[src/sv/sab_pkg.sv]
package sab_pkg;

  localparam int MAX_LEN    = 256;
  localparam int MAX_STATES = 512;
  localparam int ALPHABET   = 26;
  localparam int ST_W       = 9;
  localparam int LEN_W      = 9;
  localparam int SYM_W      = 5;
  localparam int TR_AW      = ST_W + SYM_W;
  localparam int TR_DEPTH   = 1 << TR_AW;

  typedef logic [ST_W-1:0]  st_t;
  typedef logic [LEN_W-1:0] len_t;
  typedef logic [SYM_W-1:0] sym_t;

  typedef enum logic [4:0] {
    S_CLR, S_IDLE, S_CHECK, S_NEW_CLR, S_LEN_RD, S_LEN_WR, S_WALK_RD, S_WALK_CHK,
    S_ROOT_LINK, S_Q_RD, S_QLEN_RD, S_Q_CMP, S_COPY, S_QLINK_RD, S_NQLINK_WR,
    S_NPLINK_WR, S_QLINK_WR, S_REDIR_RD, S_REDIR_CHK, S_FINISH, S_EMIT
  } state_t;

  typedef enum logic [4:0] {
    OP_NONE, OP_CLR_ROOT, OP_ACCEPT, OP_IGNORE, OP_OVF, OP_BEGIN, OP_NEW_CLR,
    OP_LEN_RD, OP_LEN_WR, OP_WALK_RD, OP_WALK_SET, OP_ROOT_LINK, OP_Q_RD,
    OP_QLEN_RD, OP_LINK_Q, OP_CLONE_BEGIN, OP_COPY, OP_QLINK_RD, OP_NQLINK_WR,
    OP_NPLINK_WR, OP_QLINK_WR, OP_REDIR_SET, OP_FINISH
  } dp_op_t;

  typedef struct packed {
    logic sym_bad;
    logic full;
    logic trans_zero;
    logic trans_is_q;
    logic p_root;
    logic len_match;
    logic k_last;
    logic k_full;
  } dp_status_t;

endpackage

[src/sv/sab_ctrl.sv]
module sab_ctrl
  import sab_pkg::*;
(
  input  logic       clk,
  input  logic       rst,
  input  logic       start,
  input  logic       start_new,
  input  dp_status_t status,
  output dp_op_t     op,
  output logic       busy,
  output logic       done
);

  state_t state, state_next;
  logic   pending, pending_next;

  always_ff @(posedge clk) begin
    if (rst) begin
      state   <= S_CLR;
      pending <= 1'b0;
    end else begin
      state   <= state_next;
      pending <= pending_next;
    end
  end

  assign busy = rst | (state != S_IDLE);

  always_comb begin
    state_next   = state;
    pending_next = pending;
    op           = OP_NONE;
    done         = 1'b0;
    unique case (state)
      S_CLR: begin
        op = OP_CLR_ROOT;
        if (status.k_last) state_next = pending ? S_CHECK : S_IDLE;
      end
      S_IDLE: begin
        if (start) begin
          op           = OP_ACCEPT;
          pending_next = 1'b1;
          state_next   = start_new ? S_CLR : S_CHECK;
        end
      end
      S_CHECK: begin
        if (status.sym_bad) begin
          op = OP_IGNORE;
          state_next = S_EMIT;
        end else if (status.full) begin
          op = OP_OVF;
          state_next = S_EMIT;
        end else begin
          op = OP_BEGIN;
          state_next = S_NEW_CLR;
        end
      end
      S_NEW_CLR: begin
        op = OP_NEW_CLR;
        if (status.k_last) state_next = S_LEN_RD;
      end
      S_LEN_RD: begin
        op = OP_LEN_RD;
        state_next = S_LEN_WR;
      end
      S_LEN_WR: begin
        op = OP_LEN_WR;
        state_next = S_WALK_RD;
      end
      S_WALK_RD: begin
        op = OP_WALK_RD;
        state_next = S_WALK_CHK;
      end
      S_WALK_CHK: begin
        if (!status.trans_zero) begin
          state_next = S_Q_RD;
        end else begin
          op = OP_WALK_SET;
          state_next = status.p_root ? S_ROOT_LINK : S_WALK_RD;
        end
      end
      S_ROOT_LINK: begin
        op = OP_ROOT_LINK;
        state_next = S_FINISH;
      end
      S_Q_RD: begin
        op = OP_Q_RD;
        state_next = S_QLEN_RD;
      end
      S_QLEN_RD: begin
        op = OP_QLEN_RD;
        state_next = S_Q_CMP;
      end
      S_Q_CMP: begin
        if (status.len_match) begin
          op = OP_LINK_Q;
          state_next = S_FINISH;
        end else begin
          op = OP_CLONE_BEGIN;
          state_next = S_COPY;
        end
      end
      S_COPY: begin
        op = OP_COPY;
        if (status.k_full) state_next = S_QLINK_RD;
      end
      S_QLINK_RD: begin
        op = OP_QLINK_RD;
        state_next = S_NQLINK_WR;
      end
      S_NQLINK_WR: begin
        op = OP_NQLINK_WR;
        state_next = S_NPLINK_WR;
      end
      S_NPLINK_WR: begin
        op = OP_NPLINK_WR;
        state_next = S_QLINK_WR;
      end
      S_QLINK_WR: begin
        op = OP_QLINK_WR;
        state_next = S_REDIR_RD;
      end
      S_REDIR_RD: begin
        op = OP_WALK_RD;
        state_next = S_REDIR_CHK;
      end
      S_REDIR_CHK: begin
        if (!status.trans_is_q) begin
          state_next = S_FINISH;
        end else begin
          op = OP_REDIR_SET;
          state_next = status.p_root ? S_FINISH : S_REDIR_RD;
        end
      end
      S_FINISH: begin
        op = OP_FINISH;
        state_next = S_EMIT;
      end
      S_EMIT: begin
        done         = 1'b1;
        pending_next = 1'b0;
        state_next   = S_IDLE;
      end
      default: state_next = S_IDLE;
    endcase
  end

endmodule

[config.mk]
export PLATFORM = sky130hd
export DESIGN_NAME = sab_ctrl
export DESIGN_NICKNAME = d
export VERILOG_FILES = /design/src/sv/sab_pkg.sv /design/src/sv/sab_ctrl.sv
export SDC_FILE = /design/constraint.sdc
export NUM_CORES = 1
export LEC_CHECK = 0
export CELL_PAD_IN_SITES_DETAIL_PLACEMENT = 0
export CELL_PAD_IN_SITES_GLOBAL_PLACEMENT = 1
export CORE_MARGIN = 2
export CORE_UTILIZATION = 46
export CTS_CLUSTER_SIZE = 16
export DETAILED_ROUTE_END_ITERATION = 8
export DONT_BUFFER_PORTS = 1
export PLACE_DENSITY_LB_ADDON = 0.1
export REMOVE_ABC_BUFFERS = 1
export SYNTH_ARGS = -nofsm -noshare
export SYNTH_HDL_FRONTEND = slang
export SYNTH_SLANG_ARGS = --single-unit
export TNS_END_PERCENT = 100
[constraint.sdc]
create_clock -name clk -period 2.3 [get_ports clk]
set_clock_uncertainty 0.1 [all_clocks]
set_input_delay 0.345 -clock clk [delete_from_list [all_inputs] [get_ports clk]]
set_output_delay 0.345 -clock clk [all_outputs]
set_load 0.005 [all_outputs]
==> run_results.csv, run 1 <==
group,metric,value,unit
layout,syn_to_final_growth,3.41,%
global_route,grt_max_degree,29,
synth,ys_seq_area_share,14.2,%
clock_tree,clock_latency,0.24,ns
layout,design_area,872,sq um
synth,yosysWarnings,0,
sta,relSlewSlack,52.0,%
layout,drive_above_1_share,8.87,%
route,routed_wl,2.47,mm
floorplan,pin_count,19,
synth,synth_area_per_cell,6.59,sq um
setup_path,critPathMaxFanout,13,
sta,whs,0.0748,ns
global_route,grt_pass1_wl,4.06,mm
clock_tree,clock-root-buffer,"clkbuf_4",
clock_tree,cts_max_level,1,
clock_tree,clk_pin_slew,0.05,ns
setup_path,endpoint_kind,"output port",
floorplan,start_util,48.8,%
placed_design,dpl_cell_area,847,sq um
synth,synth_common_cells,"nand2_1, nor2_1, buf_2",
power_and_ir_drop,vdd_drop_max,537,uV
clock_tree,clockBufferDepth,2,
sta,fin_setup_tns,0,ns
synth,yosys-top-cells-area,"dfxtp_1, buf_2, nand2_1, nor2_1, a21oi_1",
placed_design,place_hpwl,1.81,mm
synth,yosysTopAreaCellShare,14.2,%
global_route,grt_usage,25.2,%
layout,antenna_cells,0,
sta,fin_crit,2.13,ns
run,drv_cap,0,
layout,num-nets-final,138,
floorplan,core-area,1730,sq um
synth,synth_seq_cells,6,
clock_tree,post-cts-setup-buffers,0,
global_route,first_global_vias,854,
sta,finalSetupViolCount,0,
synth,synth-edff-count,0,
route,vias,975,
setup_path,worst-endpoint-required,1.86,ns
placed_design,gp_congestion,0.850,
route,wire_per_inst,16.6,microns
sta,max_freq,469,MHz
sta,finalCritPeriodShare,92.8,%
floorplan,die_y,46.8,microns
synth,netlist_instances,128,
setup_path,reg2reg_depth,5,
synth,yosys.cell_count.top_type,"nand2_1",
global_route,antenna_found_initial,0,
sta,hold_viol,0,
route,drc,0,
min_path,hold_depth,1,
power_and_ir_drop,power_density,1300,nW/um^2
setup_path,setup.worst_path.class,"flip-flop to output port",
clock_tree,clock-sinks,6,
setup_path,worstPathArrival,1.69,ns
floorplan,core.rowCount,15,
sta,slew_violations,0,
global_route,grt_overflow,0,
power_and_ir_drop,power,0.00114,W
layout,post-route-util,50.5,%
route,ant_nets,0,
synth,synth_largest_area_cell,"dfxtp_1",
floorplan,die_area,2190,sq um
synth,synth_cell_type_count,45,
sta,grt_setup_unrepaired,"no",
floorplan,die_w,46.8,microns
min_path,hold_path.class,"input port to flip-flop",
route,firstDrtPassIters,4,
placed_design,port_buffers,0,
clock_tree,cts_tree,"yes",
route,vias_per_cell,6.54,
synth,async_reset_ff_share,0,%
clock_tree,numCtsBuffers,3,
run_status,status,"finished, final reports clean",
power_and_ir_drop,p_leak,0.298,nW
sta,worst_pin_slew,0.719,ns
synth,ys.flop_type,"dfxtp_1",
setup_path,crit_path_start_kind,"flip-flop",
route,initialDrtViolationCount,41,
synth,syn_area,843,sq um
==> layer usage <==
| layer | GRT usage [%] | up-vias | wire [microns] |
|---|---|---|---|
| met5 | 0 | - | 0 |
| met4 | 5.00 | 0 | 8 |
| met3 | 4.62 | 2 | 215 |
| met2 | 37.5 | 45 | 1150 |
| met1 | 38.0 | 460 | 1100 |
| li1 | - | 468 | - |
==> worst paths after layout <==
path	startpoint	to	slack [ns]
setup / recovery	state[2]	op[1]	0.17
setup reg to reg	state[0]	state[1]	0.36
hold / removal	rst	state[3]	0.07
hold reg to reg	pending	pending	0.43
==> registers in the layout, indices dropped and copies added (netlist names) <==
| signal | count |
|---|---|
| state | 5 |
| pending | 1 |
==> cell type report <==
cell class,instances,area (sq um)
Clock buffer,3,22.5
Timing Repair Buffer,5,37.5
Sequential cell,6,123
Tap cell,25,31.3
Fill cell,187,855
Multi-Input combinational cell,107,647
Inverter,3,11.3
==> cell families (layout without fill, tap and decap cells) <==
kind of cell,count (synthesis),after routing,synth area share [%]
compound gates,44,44,35.2
buf+inv,15,11,9.05
simple gates,60,60,38.3
mux,1,1,1.19
xor+xnor,2,2,2.08
flops,6,6,14.2
==> what timing repair did <==
action	in CTS	in global routing
endpoints found under the setup margin	0	3
hold buffers	0	0
gates resized for setup	0	2
==> cells in the final DEF, fill, tap and decap left out, types with 2 or more instances in the layout <==
cell / count
o21ai_1: 2
nor2b_1: 6
buf_4: 5
nand2_1: 12
o31ai_1: 2
nor3_1: 5
nor3b_1: 2
o21ai_0: 6
o21bai_1: 3
nand3_1: 6
a21oi_1: 8
and3_1: 2
o2bb2ai_1: 2
nor2_1: 11
nand2b_1: 6
a22oi_1: 5
dfxtp_2: 2
a31oi_1: 3
inv_1: 2
dfxtp_1: 4
clkbuf_4: 3
o22ai_1: 3
==> critical path, cell delays in order (launching register included) <==
cell and delay (ns):
dfxtp_1 0.44, buf_4 0.24, nor2_1 0.27, nand2_1 0.09, nand3_1 0.09, a22oi_1 0.09
o22ai_1 0.23
==> report_power, final <==
group          total (W)  internal (W)  switching (W)
registers       0.000314      0.000145       0.000169
logic           0.000729      0.000328       0.000401
clock network  0.0000952     0.0000589      0.0000363
==> stage by stage <==
stage	instances	worst slack [ns]
global placement	146	0.301
detailed placement	146	0.295
floorplan	116	0.498
finish	149	0.167
CTS	149	0.0491
global route	149	0.0224
Note: power is estimated with default switching activity, not from simulation.
==> run 2, diff against run 1 <==
--- a/config.mk
+++ b/config.mk
@@ -8,7 +8,7 @@
 export CELL_PAD_IN_SITES_DETAIL_PLACEMENT = 0
 export CELL_PAD_IN_SITES_GLOBAL_PLACEMENT = 1
 export CORE_MARGIN = 2
-export CORE_UTILIZATION = 46
+export CORE_UTILIZATION = 43
 export CTS_CLUSTER_SIZE = 16
 export DETAILED_ROUTE_END_ITERATION = 8
 export DONT_BUFFER_PORTS = 1
==> constraint.sdc (replaced) <==
create_clock -name clk -period 2.1 [get_ports clk]
set_clock_uncertainty 0.1 [all_clocks]
set_input_delay 0.315 -clock clk [delete_from_list [all_inputs] [get_ports clk]]
set_output_delay 0.315 -clock clk [all_outputs]
set_load 0.005 [all_outputs]
==> run_results.csv, run 2 (synthesis results as in run 1) <==
group,metric,value,unit
run_status,status,"finished, final reports clean",
setup_path,critPathMaxFanout,14,
route,firstDrtPassIters,4,
global_route,grt_pass1_wl,3.81,mm
placed_design,place_hpwl,1.82,mm
clock_tree,cts_max_level,1,
floorplan,core-area,1900,sq um
sta,hold_viol,0,
run,drv_cap,0,
route,vias,964,
clock_tree,cts_tree,"yes",
layout,layout_commonest_cell,"nand2_1",
layout,top_register,"state",
layout,drive_above_1_share,12.7,%
sta,slew_violations,0,
route,wire_per_inst,16.2,microns
layout,largestRegisters,"state: 5 flops, pending: 1 flops",
route,ant_nets,0,
sta,max_freq,509,MHz
sta,grt_setup_unrepaired,"no",
setup_path,worst-endpoint-required,1.68,ns
layout,largest_reg_flops,5,
setup_path,setup.worst_path.class,"flip-flop to output port",
clock_tree,numCtsBuffers,3,
placed_design,gp_congestion,0.858,
layout,syn_to_final_growth,5.93,%
route,drc,0,
sta,fin_crit,1.97,ns
floorplan,start_util,44.3,%
floorplan,die_w,48.3,microns
power_and_ir_drop,power,0.00128,W
setup_path,worstPathArrival,1.55,ns
clock_tree,clock-sinks,6,
clock_tree,clock_latency,0.26,ns
route,initialDrtViolationCount,26,
sta,worst_pin_slew,0.392,ns
global_route,grt_usage,23.3,%
floorplan,die_area,2330,sq um
layout,final_cell_mix,"nand2_1, nor2_1, a21oi_1",
layout,final_cells,153,
floorplan,die_y,48.3,microns
global_route,grt_overflow,0,
route,routed_wl,2.47,mm
global_route,antenna_found_initial,0,
setup_path,endpoint_kind,"output port",
setup_path,regToRegSetupSlack,0.37,ns
power_and_ir_drop,p_leak,0.310,nW
global_route,grt_max_degree,23,
placed_design,dp.cells,150,
sta,finalCritPeriodShare,93.6,%
sta,finalSetupViolCount,0,
power_and_ir_drop,power_density,1430,nW/um^2
sta,fin_setup_tns,0,ns
layout,num-nets-final,140,
sta,relSlewSlack,73.8,%
layout,antenna_cells,0,
setup_path,crit_path_start_kind,"flip-flop",
clock_tree,clk_pin_slew,0.06,ns
floorplan,core.rowCount,16,
clock_tree,clock-root-buffer,"clkbuf_4",
clock_tree,clockBufferDepth,2,
placed_design,port_buffers,0,
floorplan,pin_count,19,
route,vias_per_cell,6.30,
power_and_ir_drop,vdd_drop_max,461,uV
min_path,hold_path.class,"input port to flip-flop",
global_route,first_global_vias,838,
clock_tree,postCtsHoldBufs,0,
run 2: cell count changes in the layout (fill, tap and decap cells not counted):
cell	before	now
dfxtp_1	4	1
dfxtp_2	2	5
buf_4	5	7
run 2: where the power goes:
group	internal (W)	leakage [nW]	switching [W]
logic	0.000378	0.245	0.000446
registers	0.000164	0.0511	0.000179
clock network	0.0000652	0.0138	0.0000493
total	0.000607	0.310	0.000674
run 2: timing repair:
item | CTS | global route
setup endpoints to repair | 3 | 3
cloned | 0 | 0
buffers inserted | 0 | 0
gates resized for setup | 3 | 2
run 2: final cells by class:
| type | instances | area, sq um |
|---|---|---|
| well taps | 27 | 33.8 |
| clock buffers | 3 | 22.5 |
| inverters | 3 | 11.3 |
| flip-flops and latches | 6 | 126 |
| fillers | 213 | 1010 |
| repair buffers | 7 | 52.6 |
| multi-input cells | 107 | 647 |
run 2: stage by stage:
stage	util [%]	hold slack (ns)	instance area, sq um	worst slack, ns
global route	47.0	0.0146	893	0.0540
finish	47.0	0.0237	893	0.134
CTS	46.8	0.0249	891	0.0655
floorplan	-	0.284	778	0.316
global placement	45.5	0.289	865	0.148
detailed placement	45.5	0.291	865	0.185
run 2: worst paths after layout:
check / cells after the start / start / end
min: 1 / rst / pending
min reg2reg: 2 / pending / pending
max reg2reg: 5 / state[2] / state[2]
max: 5 / state[2] / op[3]
run 2: worst max-delay path, cell delays in order (launching register included):
cell and delay [ns]:
dfxtp_2 0.47, nor2b_1 0.33, nand2_1 0.09, o21ai_1 0.08, a22oi_1 0.10, o2bb2ai_1 0.21
run 2: routing by layer:
layer / wire length (microns) / track usage, %
met4: 19 / 4.86
met1: 1110 / 33.7
met3: 204 / 2.22
met2: 1140 / 37.1
met5: 0 / 0
==> run 3, diff against run 2 <==
--- a/config.mk
+++ b/config.mk
@@ -5,13 +5,16 @@
 export SDC_FILE = /design/constraint.sdc
 export NUM_CORES = 1
 export LEC_CHECK = 0
+export ABC_AREA = 0
 export CELL_PAD_IN_SITES_DETAIL_PLACEMENT = 0
 export CELL_PAD_IN_SITES_GLOBAL_PLACEMENT = 1
+export CORE_ASPECT_RATIO = 1.4
 export CORE_MARGIN = 2
 export CORE_UTILIZATION = 43
 export CTS_CLUSTER_SIZE = 16
 export DETAILED_ROUTE_END_ITERATION = 8
 export DONT_BUFFER_PORTS = 1
+export HOLD_SLACK_MARGIN = 0.05
 export PLACE_DENSITY_LB_ADDON = 0.1
 export REMOVE_ABC_BUFFERS = 1
 export SYNTH_ARGS = -nofsm -noshare
==> run_results.csv, run 3 (synthesis results as in run 1) <==
group,metric,value,unit
floorplan,core-area,1900,sq um
route,vias_per_cell,6.43,
sta,slew_violations,0,
placed_design,gp_congestion,0.892,
floorplan,die_w,41.4,microns
placed_design,place_hpwl,1.85,mm
route,initialDrtViolationCount,36,
sta,finalSetupViolCount,0,
layout,largestRegisters,"state: 5 flops, pending: 1 flops",
global_route,grt_overflow,0,
layout,fillCellCount,213,
clock_tree,cts_tree,"yes",
route,ant_nets,0,
clock_tree,clock-sinks,6,
global_route,grt_usage,21.3,%
route,wire_per_inst,17.1,microns
layout,antenna_cells,0,
sta,grt_setup_unrepaired,"no",
floorplan,die_y,56.4,microns
global_route,grt_max_degree,22,
layout,design_area,898,sq um
route,drc,0,
power_and_ir_drop,power_density,1430,nW/um^2
floorplan,pin_count,19,
sta,relSlewSlack,65.1,%
clock_tree,clock-root-buffer,"clkbuf_4",
global_route,grt_pass1_wl,3.97,mm
route,vias,952,
setup_path,endpoint_kind,"output port",
placed_design,dpl_cell_area,857,sq um
clock_tree,clk_pin_slew,0.04,ns
setup_path,worstPathArrival,1.58,ns
setup_path,critPathMaxFanout,11,
floorplan,die_area,2340,sq um
layout,syn_to_final_growth,6.53,%
layout,layout_commonest_cell,"nand2_1",
layout,num-nets-final,141,
route,routed_wl,2.53,mm
clock_tree,numCtsBuffers,3,
sta,max_freq,501,MHz
sta,fin_crit,2.00,ns
floorplan,core.rowCount,19,
run,drv_cap,0,
sta,fin_setup_tns,0,ns
setup_path,worst-endpoint-required,1.68,ns
layout,final_cell_mix,"nand2_1, nor2_1, a21oi_1",
layout,top_register,"state",
sta,hold_viol,0,
layout,drive_above_1_share,12.6,%
run_status,status,"finished, final reports clean",
min_path,hold_path.class,"input port to flip-flop",
clock_tree,clockBufferDepth,2,
power_and_ir_drop,vdd_drop_max,568,uV
layout,largest_reg_flops,5,
clock_tree,cts_max_level,1,
sta,finalCritPeriodShare,95.1,%
setup_path,crit_path_start_kind,"flip-flop",
clock_tree,post-cts-setup-buffers,0,
sta,worst_pin_slew,0.522,ns
route,firstDrtPassIters,4,
placed_design,port_buffers,0,
clock_tree,clock_latency,0.24,ns
power_and_ir_drop,p_leak,0.314,nW
global_route,antenna_found_initial,0,
setup_path,setup.worst_path.class,"flip-flop to output port",
floorplan,start_util,44.3,%
global_route,first_global_vias,846,
## run 3: metal layers
layer  track usage (%)  vias to the layer above  wire [microns]
li1                  -                      476               -
met4              5.53                        0               0
met3              2.57                        0             183
met2              35.7                       36            1280
met5                 0                        -               0
met1              28.4                      440            1070
## run 3: final timing paths
check / startpoint / end / slack, ns / cells past startpoint
min: rst / state[1] / 0.17 / 3
min reg2reg: pending / pending / 0.46 / 2
max reg2reg: state[2] / state[1] / 0.29 / 5
max: state[2] / op[1] / 0.10 / 6
## run 3: repair_timing
action,CTS,global route
endpoints found under the hold margin,3,0
endpoints found under the setup margin,2,4
resized for setup,1,4
hold buffers,1,0
## run 3: critical path, stage by stage (launching register included)
cell and delay (ns):
dfxtp_1 0.41, buf_4 0.21, nor2_2 0.23, nand2_1 0.08, nand3_1 0.10, a22oi_1 0.09
o22ai_1 0.21
## run 3: through the flow
stage | utilization [%] | std cells | power, W | setup WS (ns) | hold WS, ns
final | 47.2 | 148 | 0.00128 | 0.102 | 0.171
after global routing | 47.2 | 148 | 0.00139 | 0.0282 | 0.166
after CTS | 46.8 | 148 | 0.00126 | 0.0233 | 0.167
after detailed placement | 45.1 | 144 | 0.00115 | 0.202 | 0.295
after global placement | 45.1 | 144 | 0.00116 | 0.178 | 0.292
after floorplan | - | 116 | 0.000892 | 0.316 | 0.284
## run 3: area by class of cell
class,count,area (sq um),share of cell area [%]
clock buffers,3,22.5,2.51
multi-input cells,107,652,72.6
repair buffers,8,62.6,6.96
well taps,21,26.3,2.92
inverters,3,11.3,1.25
flip-flops and latches,6,124,13.8
## run 3: report_power, final
group          switching, W  internal (W)  leakage (nW)  total, W
Sequential         0.000153      0.000161        0.0504  0.000314
Combinational      0.000483      0.000383         0.250  0.000866
Clock             0.0000379     0.0000644        0.0138  0.000102
